[config.mk]
export PLATFORM = sky130hd
export DESIGN_NAME = distance_vector_route_table_core
export DESIGN_NICKNAME = d
export VERILOG_FILES = /design/src/hdl/dvrt_pkg.sv /design/src/hdl/dvrt_cell.sv /design/src/hdl/distance_vector_route_table_core.sv
export SDC_FILE = /design/constraint.sdc
export NUM_CORES = 1
export LEC_CHECK = 0
export BUFFER_PORTS_ARGS = -buffer_cell sky130_fd_sc_hd__buf_4
export CORE_ASPECT_RATIO = 0.5
export CORE_MARGIN = 10
export CORE_UTILIZATION = 50
export CTS_CLUSTER_DIAMETER = 100
export CTS_CLUSTER_SIZE = 28
export DETAILED_ROUTE_END_ITERATION = 7
export PLACE_DENSITY_LB_ADDON = 0.2
export SLEW_MARGIN = 20
export SYNTH_ARGS = -nofsm -noshare
export SYNTH_HDL_FRONTEND = slang
export SYNTH_SLANG_ARGS = --single-unit
[constraint.sdc]
create_clock -name clk -period 6.49 [get_ports clk]
set_input_delay 0.3245 -clock clk [delete_from_list [all_inputs] [get_ports clk]]
set_output_delay 0.3245 -clock clk [all_outputs]
set_load 0.005 [all_outputs]
[src/hdl/dvrt_pkg.sv]
// shared types, constants and codes for the distance-vector route table
package dvrt_pkg;

	localparam int TABLE_DEPTH = 16;
	localparam int NODE_BITS   = 8;
	localparam int TIME_BITS   = 16;
	localparam int IDX_W       = $clog2(TABLE_DEPTH);
	localparam int CNT_W       = $clog2(TABLE_DEPTH + 1);

	localparam logic [3:0] METRIC_MAX = 4'd15;

	// command codes
	localparam logic [2:0] CMD_FORWARD = 3'd0;
	localparam logic [2:0] CMD_UPDATE  = 3'd1;
	localparam logic [2:0] CMD_TICK    = 3'd2;
	localparam logic [2:0] CMD_PURGE   = 3'd3;
	localparam logic [2:0] CMD_EMIT    = 3'd4;

	// result kinds
	localparam logic [2:0] KIND_FORWARD = 3'd0;
	localparam logic [2:0] KIND_UPDATE  = 3'd1;
	localparam logic [2:0] KIND_TICK    = 3'd2;
	localparam logic [2:0] KIND_PURGE   = 3'd3;
	localparam logic [2:0] KIND_VECTOR  = 3'd4;

	// actions
	localparam logic [2:0] ACT_FORWARDED = 3'd0;
	localparam logic [2:0] ACT_NO_ROUTE  = 3'd1;
	localparam logic [2:0] ACT_EXPIRED   = 3'd2;
	localparam logic [2:0] ACT_LOCAL     = 3'd3;
	localparam logic [2:0] ACT_CHANGED   = 3'd4;
	localparam logic [2:0] ACT_ADDED     = 3'd5;
	localparam logic [2:0] ACT_IGNORED   = 3'd6;
	localparam logic [2:0] ACT_FULL      = 3'd7;

	// configuration register indexes
	localparam logic [1:0] REG_ROUTER_ID = 2'd0;
	localparam logic [1:0] REG_AGE_LIMIT = 2'd1;
	localparam logic [1:0] REG_INFINITY  = 2'd2;

	typedef struct packed {
		logic [2:0]           command;
		logic [NODE_BITS-1:0] dest_id;
		logic [3:0]           metric;
		logic [NODE_BITS-1:0] neighbor_id;
		logic [7:0]           ttl;
		logic                 end_of_vector;
	} in_item_t;

	typedef struct packed {
		logic [2:0]       kind;
		logic [2:0]       action;
		logic [7:0]       next_hop;
		logic [7:0]       ttl_left;
		logic [7:0]       out_dest;
		logic [3:0]       out_metric;
		logic [CNT_W-1:0] table_entries;
		logic             last;
	} out_item_t;

	typedef struct packed {
		logic [NODE_BITS-1:0] dest;
		logic [NODE_BITS-1:0] next_hop;
		logic [3:0]           metric;
		logic [TIME_BITS-1:0] stamp;
	} route_t;

	typedef enum logic [1:0] {
		ST_IDLE,
		ST_SCAN,
		ST_FIN
	} state_t;

endpackage

[src/hdl/dvrt_cell.sv]
// one route entry of the shifting table chain
module dvrt_cell import dvrt_pkg::*; (
	input  logic   clk,
	input  logic   shift_en,
	input  logic   wr_en,
	input  route_t wr_entry,
	input  route_t nxt_entry,
	output route_t entry
);

	route_t entry_q;

	// a direct write wins over the shift from the right neighbor
	always_ff @(posedge clk) begin
		if (wr_en) begin
			entry_q <= wr_entry;
		end else if (shift_en) begin
			entry_q <= nxt_entry;
		end
	end

	assign entry = entry_q;

endmodule

[src/hdl/distance_vector_route_table_core.sv]
// distance-vector route table engine: control and the chain of route cells
//
// usage
// - input items enter on start while busy is low; item.command picks forward,
//   vector entry update, tick, purge or emit vector. commands 5 to 7 are
//   accepted and dropped without a result
// - results leave on result with a one-cycle result_valid strobe; the
//   receiver cannot stall, so every strobe must be taken
// - configuration: wr_en, wr_index (0 router id, 1 age limit, 2 infinity
//   metric) and wr_data; write only while busy is low and no item is pending
// timing
// - tick answers in the cycle after it is taken and never raises busy
// - forward, update, purge and emit rotate the whole cell chain once: a scan
//   state that brings each cell to the head in turn, then a finish state; busy
//   stays high through both, so no new item is taken until the finish is done
// - emit streams its vector entries during the scan, at most one per cycle;
//   the last entry of the run comes out of the finish cycle
// reset
// - the table is empty, the time counter is zero, registers take their
//   defaults (router id 1, age limit 3, infinity metric 8)
module distance_vector_route_table_core import dvrt_pkg::*; (
	input  logic       clk,
	input  logic       arst_n,
	input  logic       start,
	output logic       busy,
	input  in_item_t   item,
	output logic       result_valid,
	output out_item_t  result,
	input  logic       wr_en,
	input  logic [1:0] wr_index,
	input  logic [15:0] wr_data
);

	// configuration
	logic [NODE_BITS-1:0] router_id_q;
	logic [15:0]          age_limit_q;
	logic [3:0]           infinity_q;

	// control state
	state_t               state_q, state_nxt;
	logic [CNT_W-1:0]     step_q;
	logic [CNT_W-1:0]     keep_q;
	logic [CNT_W-1:0]     count_q;
	logic [TIME_BITS-1:0] now_q;
	logic                 found_q;
	logic                 changed_q;
	logic [NODE_BITS-1:0] found_nh_q;
	in_item_t             item_q;
	out_item_t            pend_q;
	out_item_t            res_q;
	logic                 res_valid_q;

	// cell chain
	route_t               cells [TABLE_DEPTH];
	route_t               head;
	route_t               mod_entry;
	route_t               wr_entry;
	logic [TABLE_DEPTH-1:0] wr_sel;
	logic [IDX_W-1:0]     wr_pos;

	logic                 scan_en, fin_en, accept, last_step;
	logic                 live, match, upd_hit, stale, drop, keep, emit_hit;
	logic                 is_upd, is_fwd, is_purge, is_emit, is_self;
	logic                 insert_ok;
	logic [3:0]           nm;
	logic [TIME_BITS-1:0] age;
	logic [CNT_W-1:0]     count_fin;
	out_item_t            fin_res;
	out_item_t            pend_init;
	out_item_t            tick_res;
	out_item_t            vec_res;

	assign accept = start && !busy;

	// next state
	always_comb begin
		state_nxt = state_q;
		unique case (state_q)
			ST_IDLE: begin
				if (accept && (item.command == CMD_FORWARD || item.command == CMD_UPDATE ||
					item.command == CMD_PURGE || item.command == CMD_EMIT)) begin
					state_nxt = ST_SCAN;
				end
			end
			ST_SCAN: begin
				if (last_step) begin
					state_nxt = ST_FIN;
				end
			end
			ST_FIN: begin
				state_nxt = ST_IDLE;
			end
			default: state_nxt = ST_IDLE;
		endcase
	end

	// state decodes
	always_comb begin
		busy    = 1'b1;
		scan_en = 1'b0;
		fin_en  = 1'b0;
		unique case (state_q)
			ST_IDLE: busy    = 1'b0;
			ST_SCAN: scan_en = 1'b1;
			ST_FIN:  fin_en  = 1'b1;
			default: busy    = 1'b1;
		endcase
	end

	assign last_step = (step_q == CNT_W'(TABLE_DEPTH - 1));

	// per-step look at the head of the chain
	assign head     = cells[0];
	assign is_upd   = (item_q.command == CMD_UPDATE);
	assign is_fwd   = (item_q.command == CMD_FORWARD);
	assign is_purge = (item_q.command == CMD_PURGE);
	assign is_emit  = (item_q.command == CMD_EMIT);
	assign is_self  = (item_q.dest_id == router_id_q);
	assign nm       = (item_q.metric == METRIC_MAX) ? METRIC_MAX : item_q.metric + 4'd1;

	assign live  = (step_q < count_q);
	assign match = live && !found_q && (head.dest == item_q.dest_id);
	assign upd_hit = is_upd && match && !is_self &&
		((head.metric > nm) || (head.next_hop == item_q.neighbor_id));
	assign age   = now_q - head.stamp;
	assign stale = (32'(age) > 32'(age_limit_q));
	assign drop  = is_purge && (head.dest != router_id_q) && stale;
	assign keep  = live && !drop;
	assign emit_hit = is_emit && live && (head.next_hop != item_q.neighbor_id);

	always_comb begin
		mod_entry = head;
		if (upd_hit) begin
			mod_entry.metric   = nm;
			mod_entry.next_hop = item_q.neighbor_id;
			mod_entry.stamp    = now_q;
		end
	end

	// kept entries land where the remaining shifts carry them to slot keep_q
	assign wr_pos = IDX_W'(keep_q + CNT_W'(TABLE_DEPTH - 1) - step_q);

	// finish: new route goes to the first free slot
	assign insert_ok = is_upd && !found_q && !is_self && (nm < infinity_q) &&
		(keep_q < CNT_W'(TABLE_DEPTH));
	assign count_fin = keep_q + CNT_W'(insert_ok);

	always_comb begin
		wr_entry.dest     = item_q.dest_id;
		wr_entry.next_hop = item_q.neighbor_id;
		wr_entry.metric   = nm;
		wr_entry.stamp    = now_q;
		wr_sel            = '0;
		if (scan_en) begin
			wr_entry = mod_entry;
			if (keep) begin
				wr_sel[wr_pos] = 1'b1;
			end
		end else if (fin_en && insert_ok) begin
			wr_sel[keep_q[IDX_W-1:0]] = 1'b1;
		end
	end

	for (genvar k = 0; k < TABLE_DEPTH; k++) begin : g_cell
		dvrt_cell u_cell (
			.clk       (clk),
			.shift_en  (scan_en),
			.wr_en     (wr_sel[k]),
			.wr_entry  (wr_entry),
			.nxt_entry (cells[(k + 1) % TABLE_DEPTH]),
			.entry     (cells[k])
		);
	end

	// result of the finish cycle
	always_comb begin
		fin_res               = '0;
		fin_res.table_entries = count_fin;
		fin_res.last          = 1'b1;
		if (is_fwd) begin
			fin_res.kind = KIND_FORWARD;
			if (is_self) begin
				fin_res.action   = ACT_LOCAL;
				fin_res.ttl_left = item_q.ttl;
			end else if (item_q.ttl <= 8'd1) begin
				fin_res.action = ACT_EXPIRED;
			end else if (found_q) begin
				fin_res.action   = ACT_FORWARDED;
				fin_res.next_hop = 8'(found_nh_q);
				fin_res.ttl_left = item_q.ttl - 8'd1;
			end else begin
				fin_res.action   = ACT_NO_ROUTE;
				fin_res.ttl_left = item_q.ttl - 8'd1;
			end
		end else if (is_upd) begin
			fin_res.kind = KIND_UPDATE;
			fin_res.last = item_q.end_of_vector;
			if (is_self) begin
				fin_res.action = ACT_IGNORED;
			end else if (found_q) begin
				fin_res.action = changed_q ? ACT_CHANGED : ACT_IGNORED;
			end else if (nm < infinity_q) begin
				fin_res.action = insert_ok ? ACT_ADDED : ACT_FULL;
			end else begin
				fin_res.action = ACT_IGNORED;
			end
		end else if (is_purge) begin
			fin_res.kind = KIND_PURGE;
		end else begin
			// emit: the held entry closes the run
			fin_res      = pend_q;
			fin_res.last = 1'b1;
		end
	end

	// self route that leads an emitted vector, tick answer, next held vector entry
	always_comb begin
		pend_init               = '0;
		pend_init.kind          = KIND_VECTOR;
		pend_init.out_dest      = 8'(router_id_q);
		pend_init.table_entries = count_q;
		tick_res                = '0;
		tick_res.kind           = KIND_TICK;
		tick_res.table_entries  = count_q;
		tick_res.last           = 1'b1;
		vec_res                 = pend_q;
		vec_res.out_dest        = 8'(head.dest);
		vec_res.out_metric      = head.metric;
	end

	// configuration registers
	always_ff @(posedge clk or negedge arst_n) begin
		if (!arst_n) begin
			router_id_q <= NODE_BITS'(1);
			age_limit_q <= 16'd3;
			infinity_q  <= 4'd8;
		end else if (wr_en) begin
			unique case (wr_index)
				REG_ROUTER_ID: router_id_q <= wr_data[NODE_BITS-1:0];
				REG_AGE_LIMIT: age_limit_q <= wr_data;
				REG_INFINITY:  infinity_q  <= wr_data[3:0];
				default: ;
			endcase
		end
	end

	// control registers
	always_ff @(posedge clk or negedge arst_n) begin
		if (!arst_n) begin
			state_q     <= ST_IDLE;
			step_q      <= '0;
			keep_q      <= '0;
			count_q     <= '0;
			now_q       <= '0;
			found_q     <= 1'b0;
			changed_q   <= 1'b0;
			res_valid_q <= 1'b0;
		end else begin
			state_q     <= state_nxt;
			res_valid_q <= 1'b0;
			if (accept) begin
				step_q    <= '0;
				keep_q    <= '0;
				found_q   <= 1'b0;
				changed_q <= 1'b0;
				if (item.command == CMD_TICK) begin
					now_q       <= now_q + TIME_BITS'(1);
					res_valid_q <= 1'b1;
				end
			end
			if (scan_en) begin
				step_q <= step_q + CNT_W'(1);
				if (keep) begin
					keep_q <= keep_q + CNT_W'(1);
				end
				if (match) begin
					found_q   <= 1'b1;
					changed_q <= upd_hit;
				end
				if (emit_hit) begin
					res_valid_q <= 1'b1;
				end
			end
			if (fin_en) begin
				count_q     <= count_fin;
				res_valid_q <= 1'b1;
			end
		end
	end

	// payload registers
	always_ff @(posedge clk) begin
		if (accept) begin
			item_q <= item;
			pend_q <= pend_init;
			if (item.command == CMD_TICK) begin
				res_q <= tick_res;
			end
		end
		if (scan_en && match) begin
			found_nh_q <= head.next_hop;
		end
		if (scan_en && emit_hit) begin
			res_q  <= pend_q;
			pend_q <= vec_res;
		end
		if (fin_en) begin
			res_q <= fin_res;
		end
	end

	assign result_valid = res_valid_q;
	assign result       = res_q;

endmodule
==> summary.md, run 1 <==
| Metric | Value |
|---|---|
| Leading register cell type out of synthesis | `edfxtp_1` |
| Floorplan die area | `82,400 sq um` |
| Least-Margin Pin Slew | `around 1.2 ns` |
| Maximum level of the CTS H-tree | `1` |
| Max-cap violation count | `0` |
| Launch point of the critical path | `g_cell[0].u_cell.entry[1]` |
| Fmax achieved | `roughly 170 MHz` |
| Global placer's final weighted congestion | `about 0.91` |
| Worst reg2reg path depth | `17` |
| Nature of the critical path endpoint | `register` |
| Cell Count Post-Placement | `between 3,000 and 4,000` |
| Area share of the leading cell type in the synthesized netlist | `around 57%` |
| Num Clock Sinks | `around 740` |
| DRC viols | `0` |
| Instance count of the mapped netlist | `between 2,000 and 2,500` |
| Number of buffers and inverters on the critical path | `2` |
| Critical register-to-register path endpoint | `g_cell[9].u_cell.entry[20]` |
| Final hold violation count | `0` |
| Placeable core area | `about 70,000 sq um` |
| Number of detailed-routing iterations run before antenna repair | `6` |
| GRT Residual Overflow | `0` |
| Cell type group with the largest total delay on the critical path | `compound AO/OA/AOI/OAI gates` |
| Boundary Pins | `96` |
| Buffer count from post-CTS setup fixing | `0` |
| Cell mode on critical path | `ha_1` |
| Final Critical Period | `around 5.8 ns` |
| Final number of setup-violating endpoints | `0` |
| Area growth, synth to finish | `8.60%` |
| Clock transition at the registers of the reported paths | `~0.12 ns` |
| Drt first-iter violations | `2,340` |
| Remaining antenna violation count | `0` |
| Total of buffers placed on input and output ports | `between 90 and 100` |
| Global-route wire length before repair | `about 130 mm` |
| Number of enable-type register cells in the synthesized netlist | `673` |
| Number of nets in the synthesized netlist | `roughly 2,500` |
| Average footprint of a synthesized cell | `15.1 sq um` |
| Worst slew slack as a fraction of its limit | `roughly a fifth` |
| Non-filler instance count after layout | `approximately 3,400` |
| Setup skew after layout | `between 0.03 and 0.04 ns` |
| Top post-synthesis cells by area | `edfxtp_1 (57%), mux2_2 (13%), mux2_4 (4.8%)` |
| Fin crit share | `89.1%` |
| Logic depth of the worst setup path including buffers | `17` |
| Detailed Route WL | `a little under 90 mm` |
| Number of max-slew violations in the final report | `0` |
| Effective utilization at floorplan | `approximately half` |
| Vertical extent of the die | `roughly 210 um` |
| CTS tree | `done` |
| Largest net degree at the start of global routing | `65` |
| Number of cell rows | `between 60 and 70` |
| Post-synthesis cell area | `35,400 sq um` |
| Total leakage power | `between 10 and 15 nW` |
| VDD IR max | `approximately 0.00046 V` |
| Origin of the worst min-delay path | `wr_index[0]` |
| Data required, critical path | `6.89 ns` |
| Setup slack of the worst register-to-register path | `between 0.7 and 0.8 ns` |
| Yosys synthesis warning count | `0` |
| Post-detailed-route wirelength per cell | `approximately 26 um` |
| Unrepaired setup endpoints after global routing | `false` |
| Vias | `20,512` |
| Leading post-synthesis cells by instance count | `edfxtp_1 (673), mux2_2 (422), nand2_1 (134), mux2_4 (112), inv_1 (67)` |
| Seq/Total Area, Yosys | `~60%` |
| Post-route setup TNS | `0 ns` |
| Cell at the root of the clock tree | `clkbuf_16` |
| Net total in the final layout | `2,536` |
| Crit-path slowest cell | `or4_4` |
| Setup CP Type | `register to register` |
| Number of global-route vias before repair | `between 20,000 and 25,000` |
| Element type at the critical path start | `register` |
| Vias per Instance | `between 6 and 7` |
| Worst Path Arrival | `~6.2 ns` |
| Most instantiated library cell after synthesis | `edfxtp_1` |
| Share of synthesized flip-flops with an asynchronous set or reset | `roughly 8.7%` |
| Overall fraction of global-route tracks in use | `a little over a fifth` |
| CTS resizes | `0` |
| Die X-Extent | `slightly below 400 um` |
| Number of antenna violations at the first check in global routing | `0` |
| Max FO, Critical Path | `34` |
| Unique cell type count in the Yosys netlist | `71` |
| Number of buffers added by the clock tree synthesis step | `30` |
| Class of the tightest hold or removal check | `primary input to register` |
| Power density normalized to cell area | `approximately 540 nW/um^2` |
| Critical Path Max Stage Delay | `between 0.6 and 0.7 ns` |
| Fraction of layout cells with a size suffix above 1 | `roughly a third` |
| Yosys top cell by area | `edfxtp_1` |
| Largest buffer count on any clock path | `3` |
| Hpwl dp | `between 50 and 60 mm` |
| Clock insertion delay at the later pin of the skew report | `roughly 0.67 ns` |
| Worst setup path end | `g_cell[9].u_cell.entry[20]` |
| Cell-by-cell listing of the critical path | `inv_1, ha_1, nor2b_1, o31a_1, o41a_1, a311oi_1, o31ai_1, a21oi_1, xnor2_1, ha_1, nand4_1, or4_4, o21a_1, nand2_1, a41o_2, buf_4, mux2_2` |
| Result of the run | `finished clean` |
| Worst reg2reg startpoint | `g_cell[0].u_cell.entry[1]` |
| Number of storage elements in the synthesis netlist | `around 740` |
## metrics by stage
step / cell area [sq um] / util, % / power [mW] / setup WS (ns) / hold slack, ns
2_1_floorplan: 35400 / - / 15.6 / 1.69 / 0.0289
3_3_place_gp: 37000 / 53.2 / 18.3 / 0.810 / 0.480
3_5_place_dp: 37000 / 53.3 / 18.5 / 0.802 / 0.488
4_1_cts: 38400 / 55.2 / 20.9 / 0.749 / 0.180
5_1_grt: 38400 / 55.3 / 22.0 / 0.398 / 0.199
6_report: 38400 / 55.3 / 20.9 / 0.705 / 0.201
## layout make-up
class,instances,area (sq um)
clock inverters,2,36.3
repair buffers,191,1620
flip-flops and latches,737,21800
fillers,5617,31100
well taps,945,1180
inverters,67,251
diodes,2,5.00
multi-input cells,1396,12700
clock buffers,54,841
## registers in the layout (all words and copies together), names as in the netlist
register and flops:
keep_q 5, infinity_q 4, pend_q 17, found_nh_q 8, count_q 5, changed_q 1, step_q 5, state_q 2
now_q 16, age_limit_q 16, item_q 32, g_cell.u_cell.entry 576, result_valid 1, router_id_q 8, result 40, found_q 1
## layout by cell type, fill, tap and decap left out, types with 29 or more instances in the layout
cell type | Yosys | final
edfxtp_1 | 673 | 673
mux2_2 | 422 | 422
buf_4 | 10 | 136
nand2_1 | 134 | 113
mux2_4 | 112 | 112
inv_1 | 67 | 66
a31oi_1 | 62 | 61
dfrtp_1 | 60 | 60
ha_1 | 57 | 57
nor2_1 | 55 | 55
and2_1 | 52 | 52
dlygate4sd3_1 | 0 | 49
xor2_1 | 41 | 41
a21oi_1 | 38 | 38
nand3_1 | 35 | 35
o31ai_1 | 35 | 35
xnor2_1 | 33 | 32
and3_1 | 30 | 30
clkbuf_16 | 0 | 30
nor3_1 | 29 | 29
## worst min path at each step
stage                                 end  slack [ns]  depth (start not counted)
final                       infinity_q[1]        0.20                          3
after global routing       router_id_q[6]        0.20                          4
after CTS                   infinity_q[2]        0.18                          3
after detailed placement       state_q[1]        0.49                          1
after global placement         state_q[1]        0.48                          1
after floorplan           age_limit_q[10]        0.03                          0
## worst min-delay path: stages
cell and delay (ns):
buf_4 0.09, nand3b_1 0.22, mux2_2 0.19
## repair_timing
item / CTS / global route
hold buffers: 49 / 0
endpoints found under the hold margin: 120 / 0
setup endpoints to repair: 0 / 0
## layer usage
metal  vias up  part of all wire, %  track usage, %  wire length [um]
li1       9066                    -               -                 -
met2       692                   46            32.9             40400
met3       126                  6.7            3.02              5910
met1     10628                   45            30.2             39900
met5         -                    0               0                 0
met4         0                  2.9            5.37              2530
## kinds of logic after synthesis
group	count (synthesis)	share of synthesized area, %
buffers and inverters	208	3.06
multiplexers	544	18.5
AO/OA/AOI/OAI	308	6.94
adder cells (fa/ha/maj)	59	2.13
flip-flops	737	61.7
XOR/XNOR	74	1.83
AND/OR/NAND/NOR	411	5.88
## where the power goes
group / internal, mW / switching [mW] / total (mW)
clock: 0.901 / 1.48 / 2.38
sequential: 8.57 / 0.886 / 9.45
combinational: 3.65 / 5.45 / 9.10
total: 13.1 / 7.81 / 20.9
Power figures use the tool's default switching activity.
==> run 2: changes to the inputs <==
--- a/config.mk
+++ b/config.mk
@@ -13,6 +13,7 @@
 export CTS_CLUSTER_SIZE = 28
 export DETAILED_ROUTE_END_ITERATION = 7
 export PLACE_DENSITY_LB_ADDON = 0.2
+export RECOVER_POWER = 50
 export SLEW_MARGIN = 20
 export SYNTH_ARGS = -nofsm -noshare
 export SYNTH_HDL_FRONTEND = slang
==> run 2 against run 1 <==
The run now ends with capacitance limit, slew limit left. Critical path depth unchanged. Sequential share of layout area up 0.25 points. First-iteration DRC count down 6.2%. Clock-buffer cell count unchanged. Non-clock buffer count unchanged. Final area down 0.43%. Clock power about the same. Critical path type unchanged. Critical endpoint is now g_cell[10].u_cell.entry[27]. Largest cell class unchanged.
==> summary.md, run 2 (synthesized netlist as in run 1, its figures left out) <==
| Metric | Value |
|---|---|
| Setup slack of the worst register-to-register path | `0.69 ns (was 0.71 ns)` |
| Flip-flop count of the largest register after layout | `576 (unchanged)` |
| VDD IR max | `0.000414 V (was 0.000456 V)` |
| Vias per Instance | `6.03 (was 6.04)` |
| Fraction of power consumed by sequential logic | `45.4% (was 45.2%)` |
| Fraction of layout cells with a size suffix above 1 | `31.0% (was 32.7%)` |
| Final number of setup-violating endpoints | `0 (unchanged)` |
| Floorplan die area | `82,400 sq um (unchanged)` |
| Vias | `20,440 (was 20,512)` |
| Boundary Pins | `96 (unchanged)` |
| Result of the run | `complete, but fails checks (was finished clean)` |
| Detailed Route WL | `88.8 mm (was 88.7 mm)` |
| Clock insertion delay at the later pin of the skew report | `0.67 ns (about the same)` |
| Worst reg2reg path depth | `17 (unchanged)` |
| Largest buffer count on any clock path | `3 (unchanged)` |
| Number of detailed-routing iterations run before antenna repair | `6 (unchanged)` |
| Max-cap violation count | `15 (was 0)` |
| Area growth, synth to finish | `8.13% (was 8.60%)` |
| Net total in the final layout | `2,536 (unchanged)` |
| Maximum level of the CTS H-tree | `1 (unchanged)` |
| Element type at the critical path start | `register (unchanged)` |
| Worst Path Arrival | `6.20 ns (was 6.18 ns)` |
| Net Switching | `7.80 mW (was 7.81 mW)` |
| Cell-by-cell listing of the critical path | `inv_1, ha_1, nor2b_1, o31a_1, o41a_1, a311oi_1, o31ai_1, a21oi_1, xnor2_1, ha_1, nand4_1, or4_4, o21a_1, nand2_1, a41o_2, buf_12, mux2_2 (was inv_1, ha_1, nor2b_1, o31a_1, o41a_1, a311oi_1, o31ai_1, a21oi_1, xnor2_1, ha_1, nand4_1, or4_4, o21a_1, nand2_1, a41o_2, buf_4, mux2_2)` |
| Final hold violation count | `0 (unchanged)` |
| Cell at the root of the clock tree | `clkbuf_16 (unchanged)` |
| Proportion of total power due to net switching | `37.2% (was 37.3%)` |
| Multi-input logic area | `12,600 sq um (was 12,700 sq um)` |
| Number of max-slew violations in the final report | `518 (was 0)` |
| Drt first-iter violations | `2,195 (was 2,340)` |
| Number of antenna violations at the first check in global routing | `0 (unchanged)` |
| Gate power share | `43.2% (was 43.5%)` |
| Met1 usage in global routing | `30.2% (unchanged)` |
| Cell Int Power | `13.1 mW (about the same)` |
| Setup skew after layout | `0.0315 ns (was 0.0323 ns)` |
| Unrepaired setup endpoints after global routing | `false (unchanged)` |
| Die X-Extent | `396 um (unchanged)` |
| Fmax achieved | `172 MHz (was 173 MHz)` |
| Tightest hold margin | `0.207 ns (was 0.201 ns)` |
| CTS tree | `done (unchanged)` |
| Antenna diode count | `0 (was 2)` |
| Failing checks | `capacitance limit, slew limit` |
| Data required, critical path | `6.89 ns (about the same)` |
| Number of cell rows | `68 (unchanged)` |
| Cell mode on critical path | `ha_1 (unchanged)` |
| Total of buffers placed on input and output ports | `95 (unchanged)` |
| Largest net degree at the start of global routing | `65 (unchanged)` |
| Effective utilization at floorplan | `50.9% (unchanged)` |
| Worst min-delay path endpoint | `infinity_q[2] (was infinity_q[1])` |
| Critical register-to-register path endpoint | `g_cell[10].u_cell.entry[27] (was g_cell[9].u_cell.entry[20])` |
| Global-route wire length before repair | `133 mm (unchanged)` |
| Worst reg2reg startpoint | `g_cell[0].u_cell.entry[1] (unchanged)` |
| Vertical extent of the die | `208 um (unchanged)` |
| Critical Path Max Stage Delay | `0.61 ns (about the same)` |
| FF/Latch Area | `21,800 sq um (unchanged)` |
| Global placer's final weighted congestion | `0.914 (unchanged)` |
| Met2 usage in global routing | `32.9% (unchanged)` |
| Launch point of the critical path | `g_cell[0].u_cell.entry[1] (unchanged)` |
| Overall fraction of global-route tracks in use | `20.9% (unchanged)` |
| Number of global-route vias before repair | `20,292 (unchanged)` |
| Crit-path slowest cell | `or4_4 (unchanged)` |
| Max FO, Critical Path | `21 (was 34)` |
| Top Usage Layer GRT | `met2 (unchanged)` |
| Class of the tightest hold or removal check | `primary input to register (unchanged)` |
| Fin crit share | `89.4% (was 89.1%)` |
| Final Critical Period | `5.80 ns (was 5.78 ns)` |
| Placeable core area | `69,500 sq um (unchanged)` |
| Filler cell count | `5,647 (was 5,617)` |
| Hpwl dp | `55.1 mm (unchanged)` |
| Nature of the critical path endpoint | `register (unchanged)` |
| Num Clock Sinks | `737 (unchanged)` |
| Commonest cells after routing, fill and taps aside | `edfxtp_1 (673), mux2_2 (422), nand2_1 (128) (was edfxtp_1 (673), mux2_2 (422), buf_4 (136))` |
| Clock share of power | `11.4% (about the same)` |
| GRT Residual Overflow | `0 (unchanged)` |
| Setup CP Type | `register to register (unchanged)` |
| Least-Margin Pin Slew | `3.82 ns (was 1.21 ns)` |
| Post-detailed-route wirelength per cell | `26.2 um (was 26.1 um)` |
| Post-route setup TNS | `0 ns (unchanged)` |
| Origin of the worst min-delay path | `wr_index[1] (was wr_index[0])` |
| Clock transition at the registers of the reported paths | `0.12 ns (about the same)` |
| Power density normalized to cell area | `548 nW/um^2 (was 545 nW/um^2)` |
| Total leakage power | `13.7 nW (was 13.8 nW)` |
| Commonest non-fill, non-tap cell in the layout | `edfxtp_1 (unchanged)` |
| CTS resizes | `0 (unchanged)` |
| DRC viols | `0 (unchanged)` |
| Remaining antenna violation count | `0 (unchanged)` |
| Number of buffers added by the clock tree synthesis step | `30 (unchanged)` |
| Hold Crit Depth | `3 (unchanged)` |
| Worst slew slack as a fraction of its limit | `-155% (was 19.5%)` |
| GRT met3 Usage | `3.02% (unchanged)` |
[run 2: metal layers]
layer / share of wire, % / wire [um] / up-vias
met5: 0 / 0 / -
met4: 2.9 / 2610 / 0
met3: 6.2 / 5520 / 139
met2: 46 / 40600 / 648
met1: 45 / 40100 / 10604
li1: - / - / 9049
[run 2: worst max path at each step]
stage / to / cells after the start
6_report: g_cell[10].u_cell.entry[27] / 17
5_1_grt: g_cell[10].u_cell.entry[27] / 17
4_1_cts: g_cell[9].u_cell.entry[20] / 17
3_5_place_dp: g_cell[10].u_cell.entry[2] / 17
3_3_place_gp: g_cell[10].u_cell.entry[21] / 17
2_1_floorplan: g_cell[11].u_cell.entry[10] / 19
[run 2: what timing repair did]
| action | CTS | global route |
|---|---|---|
| buffers inserted | 0 | 0 |
| hold buffers | 49 | 0 |
| hold endpoints to repair | 120 | 0 |
[run 2: worst max-delay path: cells and delay by family (launching register included)]
family          cells  cell delay (ns)
fa+ha+maj           2             0.55
mux                 1             0.35
compound gates      7             2.34
buf+inv             2             0.40
flops               1             0.46
xor+xnor            1             0.09
simple gates        4             1.28
[run 2: final cells by class]
class	instances	area share [%]
clock inverters	2	0.0949
multi-input cells	1396	32.9
repair buffers	191	4.04
well taps	945	3.09
inverters	67	0.657
clock buffers	54	2.20
flip-flops and latches	737	57.0
[run 2: power groups by stage]
stage | logic, mW | clock network (mW) | registers (mW)
4_1_cts | 9.03 | 2.42 | 9.46
3_5_place_dp | 8.95 | 0 | 9.54
6_report | 9.05 | 2.38 | 9.52
5_1_grt | 9.71 | 2.57 | 9.73
3_3_place_gp | 8.77 | 0 | 9.52
2_1_floorplan | 6.49 | 0 | 9.15
[run 2: per-stage QoR]
step | cells | area (sq um) | total power, mW | util [%] | setup slack [ns]
3_5_place_dp | 3286 | 37000 | 18.5 | 53.3 | 0.802
3_3_place_gp | 3286 | 37000 | 18.3 | 53.2 | 0.810
2_1_floorplan | 2341 | 35400 | 15.6 | - | 1.69
6_report | 3392 | 38300 | 21.0 | 55.0 | 0.690
4_1_cts | 3391 | 38400 | 20.9 | 55.2 | 0.749
5_1_grt | 3392 | 38300 | 22.0 | 55.0 | 0.398
